<file path="src/design/record_shaker_sort_core_defines.svh">
// Assertion macros shared by the record shaker sort RTL.
`ifndef RECORD_SHAKER_SORT_CORE_DEFINES_SVH
`define RECORD_SHAKER_SORT_CORE_DEFINES_SVH

// Same-cycle implication, sampled on clk_i, off while in reset.
`define RSS_ASSERT_IMPL(lbl, ante, cons, msg) \
  lbl: assert property (@(posedge clk_i) disable iff (!rst_ni) (ante) |-> (cons)) \
    else $error(msg);

// Next-cycle implication, sampled on clk_i, off while in reset.
`define RSS_ASSERT_NEXT(lbl, ante, cons, msg) \
  lbl: assert property (@(posedge clk_i) disable iff (!rst_ni) (ante) |=> (cons)) \
    else $error(msg);

`endif

</file>
<file path="src/design/rss_pkg.sv">
// Package for the record shaker sort core: sizes, payload types, states, key select.
`default_nettype none

package rss_pkg;

  localparam int unsigned MAX_RECORDS = 64;
  localparam int unsigned IDX_W       = $clog2(MAX_RECORDS);
  localparam int unsigned CNT_W       = $clog2(MAX_RECORDS + 1);
  localparam int unsigned KEY_W       = 16;

  typedef struct packed {
    logic [9:0]  record_id;
    logic [11:0] award_year;
    logic [6:0]  age;
    logic [15:0] popularity;
    logic        last_record;
  } rec_in_t;

  typedef struct packed {
    logic [9:0]  out_record_id;
    logic [11:0] out_award_year;
    logic [6:0]  out_age;
    logic [15:0] out_popularity;
    logic        out_last;
    logic        overflow;
  } rec_out_t;

  // One entry of the record store.
  typedef struct packed {
    logic [9:0]  record_id;
    logic [11:0] award_year;
    logic [6:0]  age;
    logic [15:0] popularity;
  } store_t;

  typedef enum logic [3:0] {
    ST_IDLE,
    ST_U_INIT,
    ST_U_LOAD,
    ST_U_RD,
    ST_U_CMP,
    ST_U_END,
    ST_D_INIT,
    ST_D_LOAD,
    ST_D_RD,
    ST_D_CMP,
    ST_D_END,
    ST_NEXT,
    ST_OUT
  } state_e;

  localparam logic KEY_AGE        = 1'b0;
  localparam logic KEY_POPULARITY = 1'b1;

  function automatic logic [KEY_W-1:0] key_of(store_t r, logic sel);
    logic [KEY_W-1:0] k;
    if (sel == KEY_POPULARITY) begin
      k = r.popularity;
    end else begin
      k = KEY_W'(r.age);
    end
    return k;
  endfunction

endpackage

`default_nettype wire

</file>
<file path="src/design/record_shaker_sort_core.sv">
// Record shaker sort core: collect records, sort by a selected key, emit in order.
//
// Usage: present a record on rec_i and raise start; it transfers at a clock edge
// where start is high and busy is low. Records are appended to a 64-entry store.
// A record with last_record set (stored, or dropped if the store is full) starts
// a cocktail shaker sort by age or popularity (cfg_we_i/cfg_wdata_i, write only
// while idle), then every stored record is emitted in ascending key order, one per
// cycle, each on result_o for exactly one cycle with result_valid_o high.
// out_last marks the final record; overflow is set on every record of a run in
// which records were dropped. Equal keys keep arrival order.
// A last record starts the sort, then the output. The sort runs one shared key
// comparator over a store with one write port and one registered read port.
// Reset clears the count, the overflow flag, the key select (age) and the
// sequencer; store contents are not cleared. The receiver cannot stall:
// results are never held back.
`default_nettype none
`include "record_shaker_sort_core_defines.svh"

module record_shaker_sort_core (
  input  wire logic             clk_i,
  input  wire logic             rst_ni,
  input  wire logic             start,
  output logic                  busy,
  input  wire rss_pkg::rec_in_t rec_i,
  input  wire logic             cfg_we_i,
  input  wire logic             cfg_wdata_i,
  output logic                  result_valid_o,
  output rss_pkg::rec_out_t     result_o
);

  localparam int unsigned IW = rss_pkg::IDX_W;
  localparam int unsigned CW = rss_pkg::CNT_W;

  rss_pkg::state_e state_q, state_d;
  logic [CW-1:0]   count_q, count_d;
  logic            dropped_q, dropped_d;
  logic [IW-1:0]   lo_q, lo_d;
  logic [IW-1:0]   hi_q, hi_d;
  logic [IW-1:0]   i_q, i_d;
  logic            swapped_q, swapped_d;
  rss_pkg::store_t carry_q, carry_d;
  logic            key_sel_q;
  logic            res_valid_q, res_valid_d;
  logic            res_last_q, res_last_d;
  logic            res_ovf_q, res_ovf_d;

  // Record store, single write port and one registered read port.
  rss_pkg::store_t mem [rss_pkg::MAX_RECORDS];
  rss_pkg::store_t rd_q;
  logic            mem_we, mem_re;
  logic [IW-1:0]   mem_waddr, mem_raddr;
  rss_pkg::store_t mem_wdata;

  // Shared comparator.
  rss_pkg::store_t cmp_a, cmp_b;
  logic            cmp_gt;

  rss_pkg::store_t in_rec;
  logic [CW-1:0]   cnt_m1;

  assign in_rec.record_id  = rec_i.record_id;
  assign in_rec.award_year = rec_i.award_year;
  assign in_rec.age        = rec_i.age;
  assign in_rec.popularity = rec_i.popularity;

  assign busy = (state_q != rss_pkg::ST_IDLE);

  always_comb begin
    if (state_q == rss_pkg::ST_D_CMP) begin
      cmp_a = rd_q;
      cmp_b = carry_q;
    end else begin
      cmp_a = carry_q;
      cmp_b = rd_q;
    end
    cmp_gt = rss_pkg::key_of(cmp_a, key_sel_q) > rss_pkg::key_of(cmp_b, key_sel_q);
  end

  always_comb begin
    state_d     = state_q;
    count_d     = count_q;
    dropped_d   = dropped_q;
    lo_d        = lo_q;
    hi_d        = hi_q;
    i_d         = i_q;
    swapped_d   = swapped_q;
    carry_d     = carry_q;
    res_valid_d = 1'b0;
    res_last_d  = res_last_q;
    res_ovf_d   = res_ovf_q;
    mem_we      = 1'b0;
    mem_waddr   = i_q;
    mem_wdata   = carry_q;
    mem_re      = 1'b0;
    mem_raddr   = i_q;
    cnt_m1      = '0;

    case (state_q)
      rss_pkg::ST_IDLE: begin
        if (start) begin
          if (count_q < CW'(rss_pkg::MAX_RECORDS)) begin
            mem_we    = 1'b1;
            mem_waddr = count_q[IW-1:0];
            mem_wdata = in_rec;
            count_d   = count_q + CW'(1);
          end else begin
            dropped_d = 1'b1;
          end
          if (rec_i.last_record) begin
            i_d       = '0;
            lo_d      = '0;
            swapped_d = 1'b0;
            cnt_m1    = count_d - CW'(1);
            hi_d      = cnt_m1[IW-1:0];
            if (count_d < CW'(2)) begin
              state_d = rss_pkg::ST_OUT;
            end else begin
              state_d = rss_pkg::ST_U_INIT;
            end
          end
        end
      end

      rss_pkg::ST_U_INIT: begin
        mem_re    = 1'b1;
        mem_raddr = lo_q;
        state_d   = rss_pkg::ST_U_LOAD;
      end

      rss_pkg::ST_U_LOAD: begin
        carry_d = rd_q;
        i_d     = lo_q;
        state_d = rss_pkg::ST_U_RD;
      end

      rss_pkg::ST_U_RD: begin
        mem_re    = 1'b1;
        mem_raddr = i_q + IW'(1);
        state_d   = rss_pkg::ST_U_CMP;
      end

      // Carry the larger record upward; write the smaller one behind it.
      rss_pkg::ST_U_CMP: begin
        mem_we    = 1'b1;
        mem_waddr = i_q;
        if (cmp_gt) begin
          mem_wdata = rd_q;
          swapped_d = 1'b1;
        end else begin
          mem_wdata = carry_q;
          carry_d   = rd_q;
        end
        i_d = i_q + IW'(1);
        if ((i_q + IW'(1)) < hi_q) begin
          state_d = rss_pkg::ST_U_RD;
        end else begin
          state_d = rss_pkg::ST_U_END;
        end
      end

      rss_pkg::ST_U_END: begin
        mem_we    = 1'b1;
        mem_waddr = hi_q;
        mem_wdata = carry_q;
        hi_d      = hi_q - IW'(1);
        state_d   = rss_pkg::ST_D_INIT;
      end

      rss_pkg::ST_D_INIT: begin
        if (hi_q == lo_q) begin
          state_d = rss_pkg::ST_NEXT;
        end else begin
          mem_re    = 1'b1;
          mem_raddr = hi_q;
          state_d   = rss_pkg::ST_D_LOAD;
        end
      end

      rss_pkg::ST_D_LOAD: begin
        carry_d = rd_q;
        i_d     = hi_q;
        state_d = rss_pkg::ST_D_RD;
      end

      rss_pkg::ST_D_RD: begin
        mem_re    = 1'b1;
        mem_raddr = i_q - IW'(1);
        state_d   = rss_pkg::ST_D_CMP;
      end

      // Carry the smaller record downward; write the larger one behind it.
      rss_pkg::ST_D_CMP: begin
        mem_we    = 1'b1;
        mem_waddr = i_q;
        if (cmp_gt) begin
          mem_wdata = rd_q;
          swapped_d = 1'b1;
        end else begin
          mem_wdata = carry_q;
          carry_d   = rd_q;
        end
        i_d = i_q - IW'(1);
        if ((i_q - IW'(1)) > lo_q) begin
          state_d = rss_pkg::ST_D_RD;
        end else begin
          state_d = rss_pkg::ST_D_END;
        end
      end

      rss_pkg::ST_D_END: begin
        mem_we    = 1'b1;
        mem_waddr = lo_q;
        mem_wdata = carry_q;
        state_d   = rss_pkg::ST_NEXT;
      end

      rss_pkg::ST_NEXT: begin
        lo_d = lo_q + IW'(1);
        if (swapped_q && ((lo_q + IW'(1)) < hi_q)) begin
          swapped_d = 1'b0;
          state_d   = rss_pkg::ST_U_INIT;
        end else begin
          i_d     = '0;
          state_d = rss_pkg::ST_OUT;
        end
      end

      // Stream one record per cycle; the strobe is registered with the read data.
      rss_pkg::ST_OUT: begin
        mem_re      = 1'b1;
        mem_raddr   = i_q;
        res_valid_d = 1'b1;
        res_ovf_d   = dropped_q;
        res_last_d  = ((CW'(i_q) + CW'(1)) == count_q);
        i_d         = i_q + IW'(1);
        if ((CW'(i_q) + CW'(1)) == count_q) begin
          count_d   = '0;
          dropped_d = 1'b0;
          state_d   = rss_pkg::ST_IDLE;
        end
      end

      default: begin
        state_d = rss_pkg::ST_IDLE;
      end
    endcase
  end

  always_ff @(posedge clk_i or negedge rst_ni) begin
    if (!rst_ni) begin
      state_q     <= rss_pkg::ST_IDLE;
      count_q     <= '0;
      dropped_q   <= 1'b0;
      swapped_q   <= 1'b0;
      key_sel_q   <= rss_pkg::KEY_AGE;
      res_valid_q <= 1'b0;
    end else begin
      state_q     <= state_d;
      count_q     <= count_d;
      dropped_q   <= dropped_d;
      swapped_q   <= swapped_d;
      res_valid_q <= res_valid_d;
      if (cfg_we_i) begin
        key_sel_q <= cfg_wdata_i;
      end
    end
  end

  always_ff @(posedge clk_i) begin
    lo_q       <= lo_d;
    hi_q       <= hi_d;
    i_q        <= i_d;
    carry_q    <= carry_d;
    res_last_q <= res_last_d;
    res_ovf_q  <= res_ovf_d;
  end

  always_ff @(posedge clk_i) begin
    if (mem_we) begin
      mem[mem_waddr] <= mem_wdata;
    end
    if (mem_re) begin
      rd_q <= mem[mem_raddr];
    end
  end

  assign result_valid_o          = res_valid_q;
  assign result_o.out_record_id  = rd_q.record_id;
  assign result_o.out_award_year = rd_q.award_year;
  assign result_o.out_age        = rd_q.age;
  assign result_o.out_popularity = rd_q.popularity;
  assign result_o.out_last       = res_last_q;
  assign result_o.overflow       = res_ovf_q;

  `RSS_ASSERT_IMPL(a_strobe_from_out, result_valid_o, $past(state_q == rss_pkg::ST_OUT), "result strobe without output step")
  `RSS_ASSERT_NEXT(a_last_starts_run, start && !busy && rec_i.last_record, busy, "last record did not start a run")
  `RSS_ASSERT_IMPL(a_run_end_clears, result_valid_o && result_o.out_last, count_q == '0 && !dropped_q, "run end left count or flag set")
  `RSS_ASSERT_IMPL(a_up_index_bound, state_q == rss_pkg::ST_U_CMP, i_q < hi_q, "upward sweep index beyond bound")
  `RSS_ASSERT_IMPL(a_down_index_bound, state_q == rss_pkg::ST_D_CMP, i_q > lo_q, "downward sweep index beyond bound")

endmodule

`default_nettype wire
</file>
<file path="config.mk">
export PLATFORM = sky130hd
export DESIGN_NAME = record_shaker_sort_core
export DESIGN_NICKNAME = d
export VERILOG_FILES = /design/src/design/rss_pkg.sv /design/src/design/record_shaker_sort_core.sv
export VERILOG_INCLUDE_DIRS = /design/src /design/src/design
export SDC_FILE = /design/constraint.sdc
export NUM_CORES = 2
export LEC_CHECK = 0
export ABC_CLOCK_PERIOD_IN_PS = 7700
export BUFFER_PORTS_ARGS = -buffer_cell sky130_fd_sc_hd__clkbuf_2
export CAP_MARGIN = 5
export CORE_ASPECT_RATIO = 0.6
export CORE_UTILIZATION = 45
export DETAILED_ROUTE_END_ITERATION = 8
export SYNTH_ARGS = -nofsm -noshare
export SYNTH_HDL_FRONTEND = slang
export SYNTH_SLANG_ARGS = --single-unit
</file>
<file path="constraint.sdc">
create_clock -name clk_i -period 7.7 [get_ports clk_i]
set_clock_uncertainty 0.05 [all_clocks]
set_input_delay 0.385 -clock clk_i [delete_from_list [all_inputs] [get_ports clk_i]]
set_output_delay 0.385 -clock clk_i [all_outputs]
set_load 0.01 [all_outputs]
</file>
==> summary.md <==
| Metric | Value |
|---|---|
| Startpoint Class | `flip-flop` |
| Root buffer cell | `clkbuf_16` |
| Crit-path slowest cell | `a221o_2` |
| Die W | `665 µm` |
| Routed wire length | `~420000 µm` |
| DR vias/cell | `6.33` |
| First-pass GRT wire length | `about 570000 µm` |
| CP endpoint kind | `flip-flop` |
| Hpwl dp | `around 230000 µm` |
| Fmax | `162 MHz` |
| Worst Path Arrival | `approximately 6.6 ns` |
| GR Overflow Total | `0` |
| Mapped Cells | `8385` |
| Unrepaired setup endpoints after global routing | `no` |
| GRT Overall Usage | `0.308` |
| Worst Hold Class | `in -> reg` |
| Synth Register Bits | `about 3000` |
| Most common cell after layout, fill and taps aside | `edfxtp_1` |
| Worst reg2reg startpoint | `state_q[3]` |
| CP cell instances | `nor2b_1 -> nand2_1 -> buf_4 -> mux4_2 -> ha_1 -> nor2b_1 -> o21a_1 -> o21a_1 -> o21a_1 -> o21a_1 -> o21a_1 -> o2111ai_4 -> a21o_4 -> a221o_2` |
| Initial DRC Count | `roughly 13000` |
| DRT antenna net count | `0` |
| Initial Util | `0.454` |
| CTS buffer count | `~280` |
| Max FO, Critical Path | `between 60 and 70` |
| Power after layout | `between 30 and 40 mW` |
| Worst-skew pair later-pin latency | `0.87 ns` |
| Most used cell, CP | `o21a_1` |
| Die area | `between 200000 and 300000 µm²` |
| Largest net degree at the start of global routing | `164` |
| Port bufs | `99` |
| CTS H-tree depth | `5` |
| Core area | `261000 µm²` |
| Worst path required time | `around 8.1 ns` |
| Post-Syn Area | `119000 µm²` |
| Share of cells above drive strength 1 | `0.116` |
| Max-cap violation count | `0` |
| Mean post-synth cell area | `14.2 µm²` |
| Warnings from Yosys | `0` |
| Vias in the first global route | `around 70000` |
| Delay of the slowest critical-path stage | `1.07 ns` |
| Ys flop type | `edfxtp_1` |
| Chip height | `~400 µm` |
| Wire per inst | `34.0 µm` |
| Initial antenna violation count | `28` |
| Final period util | `0.803` |
| Hold Crit Depth | `3` |
| Most frequent cells in the layout | `2990 x edfxtp_1, 2324 x nand2_1, 847 x nand3_1, 289 x clkbuf_16, 249 x buf_4` |
| Worst-path clk slew | `around 0.060 ns` |
| I/O pins | `100` |
| Hold endpoint | `count_q[4]` |
| Mapped Nets | `roughly 8500` |
| Ys async rst share | `0.00499` |
| Relative slew slack | `0.0634` |
| P&R area growth vs syn | `13.1%` |
| Period minus WS final | `6.18 ns` |
| Startpoint of the lowest-slack hold path | `start` |
| Peak supply drop | `about 0.16 mV` |
| # DRC | `0` |
| Worst reg2reg setup slack | `between 1.5 and 2 ns` |
| Setup violators final | `0` |
| Status | `completed` |
| Crit Path Class | `reg -> reg` |
| GP Congestion | `roughly 0.9` |
| Pre-antenna DRT Iters | `6` |
| CTS tree | `done` |
| Register area share after synthesis | `0.759` |
| Longest Clk Path Bufs | `4` |
| Power Density | `about 230 nW/µm²` |
| Least-Margin Pin Slew | `~1.4 ns` |
| Final hold violations | `0` |
| Final setup TNS | `0 ns` |
| Number of synthesized flops with an enable pin | `around 3000` |
| Leakage | `roughly 42 nW` |
| Worst R2R End | `mem[39][35]` |
| CTS Sinks | `approximately 3000` |
| Fin. max-slew vios | `0` |
| Num rows | `around 150` |
| R2R depth | `14` |
| Routed vias | `around 78000` |
| Post-synthesis cell type count | `77` |
| Final net count | `around 8600` |
-- worst max-delay path, delay by kind of cell, from the launching register on --
kind | cells | cell delay (ns)
AOI/OAI and AO/OA | 8 | 2.84
adders and majority gates | 1 | 0.31
buffers and inverters | 1 | 0.31
DFF | 1 | 0.82
muxes | 1 | 0.47
and+or+nand+nor | 3 | 0.88
-- Yosys cell counts (all sizes together), types with 2 or more instances --
cell type	instances	area, µm²
mux4	90	2030
nor2b	18	113
a22oi	13	97.6
nor3	53	298
or3	8	50.1
nand2	2327	8730
ha	38	475
edfxtp	2990	89800
a21boi	10	75.1
o22ai	2	12.5
nand2b	9	56.3
mux2	2	22.5
a311oi	39	348
o211ai	6	50.1
and3	4	25.0
o22a	2	17.5
o21ai	23	119
a221o	23	230
nor2	236	901
a31oi	145	907
a2111oi	2	23.8
and2	32	200
a222oi	7	70.1
inv	27	101
xor2	12	105
dfrtp	15	375
a211oi	50	380
a21o	7	52.6
o221ai	2	17.5
nor4	4	25.0
a22o	3	26.3
o32ai	9	78.8
or4	38	285
a32oi	226	1980
nand3	847	4240
buf	158	772
clkbuf	371	1390
a21oi	53	265
o21a	11	82.6
xnor2	19	166
mux2i	242	2420
nand4	189	1180
-- cell families after synthesis --
family                     synth area share
AOI/OAI and AO/OA                    0.0416
xor gates and xnor gates            0.00229
muxes                                0.0376
and+or+nand+nor                       0.136
DFF                                   0.759
buffers and inverters                0.0191
adders and majority gates           0.00400
-- timing repair --
item | 4_1_cts | 5_1_grt
hold buffers | 4 | 0
gates resized for setup | 0 | 0
buffers inserted | 0 | 0
endpoints found under the hold margin | 16 | 0
-- how the worst max path moves through the flow --
stage          startpoint           to  depth (start not counted)
5_1_grt        state_q[3]  mem[44][32]                         14
6_report       state_q[3]  mem[39][35]                         14
4_1_cts        state_q[3]  mem[47][32]                         14
3_3_place_gp   state_q[3]  mem[34][32]                         14
2_1_floorplan  state_q[2]    mem[0][0]                         18
3_5_place_dp   state_q[3]  mem[40][32]                         14
-- per-layer routing --
layer	track usage	routed length [µm]	up-vias
met5	0	78	-
met1	0.463	170000	39400
met4	0.0896	14200	10
met2	0.430	172000	5698
met3	0.0941	61300	803
li1	-	-	31800
-- state kept, by name, indices dropped and copies added, names as in the netlist, 4 cells and up --
signal / cells
carry_q: 45
i_q: 6
hi_q: 6
state_q: 4
result_o: 45
lo_q: 6
mem: 2880
count_q: 7
-- report_power, final --
group	internal, mW	switching (mW)
registers	17.7	0.000131
logic	0.0336	0.0918
clock network	7.58	6.10
-- per-stage QoR --
stage / hold slack (ns) / util / instance area [µm²] / setup slack (ns) / std cells
CTS: 0.0250 / 0.514 / 134000 / 1.67 / 12300
global placement: 0.292 / 0.481 / 126000 / 1.78 / 11800
global route: 0.108 / 0.514 / 134000 / 1.25 / 12300
floorplan: 0.0394 / - / 119000 / 0.0196 / 8385
detailed placement: 0.294 / 0.481 / 126000 / 1.67 / 11800
finish: 0.0776 / 0.514 / 134000 / 1.52 / 12300
-- cell type report --
cell class	count	area, µm²
clock inverter	140	1250
tap	3528	4410
sequential	3005	90200
inverter	28	105
clock buffer	341	7440
fill	21400	127000
antenna	5	12.5
timing repair buffer	417	3710
multi-input combinational	4823	27300
Power figures use the tool's default switching activity.
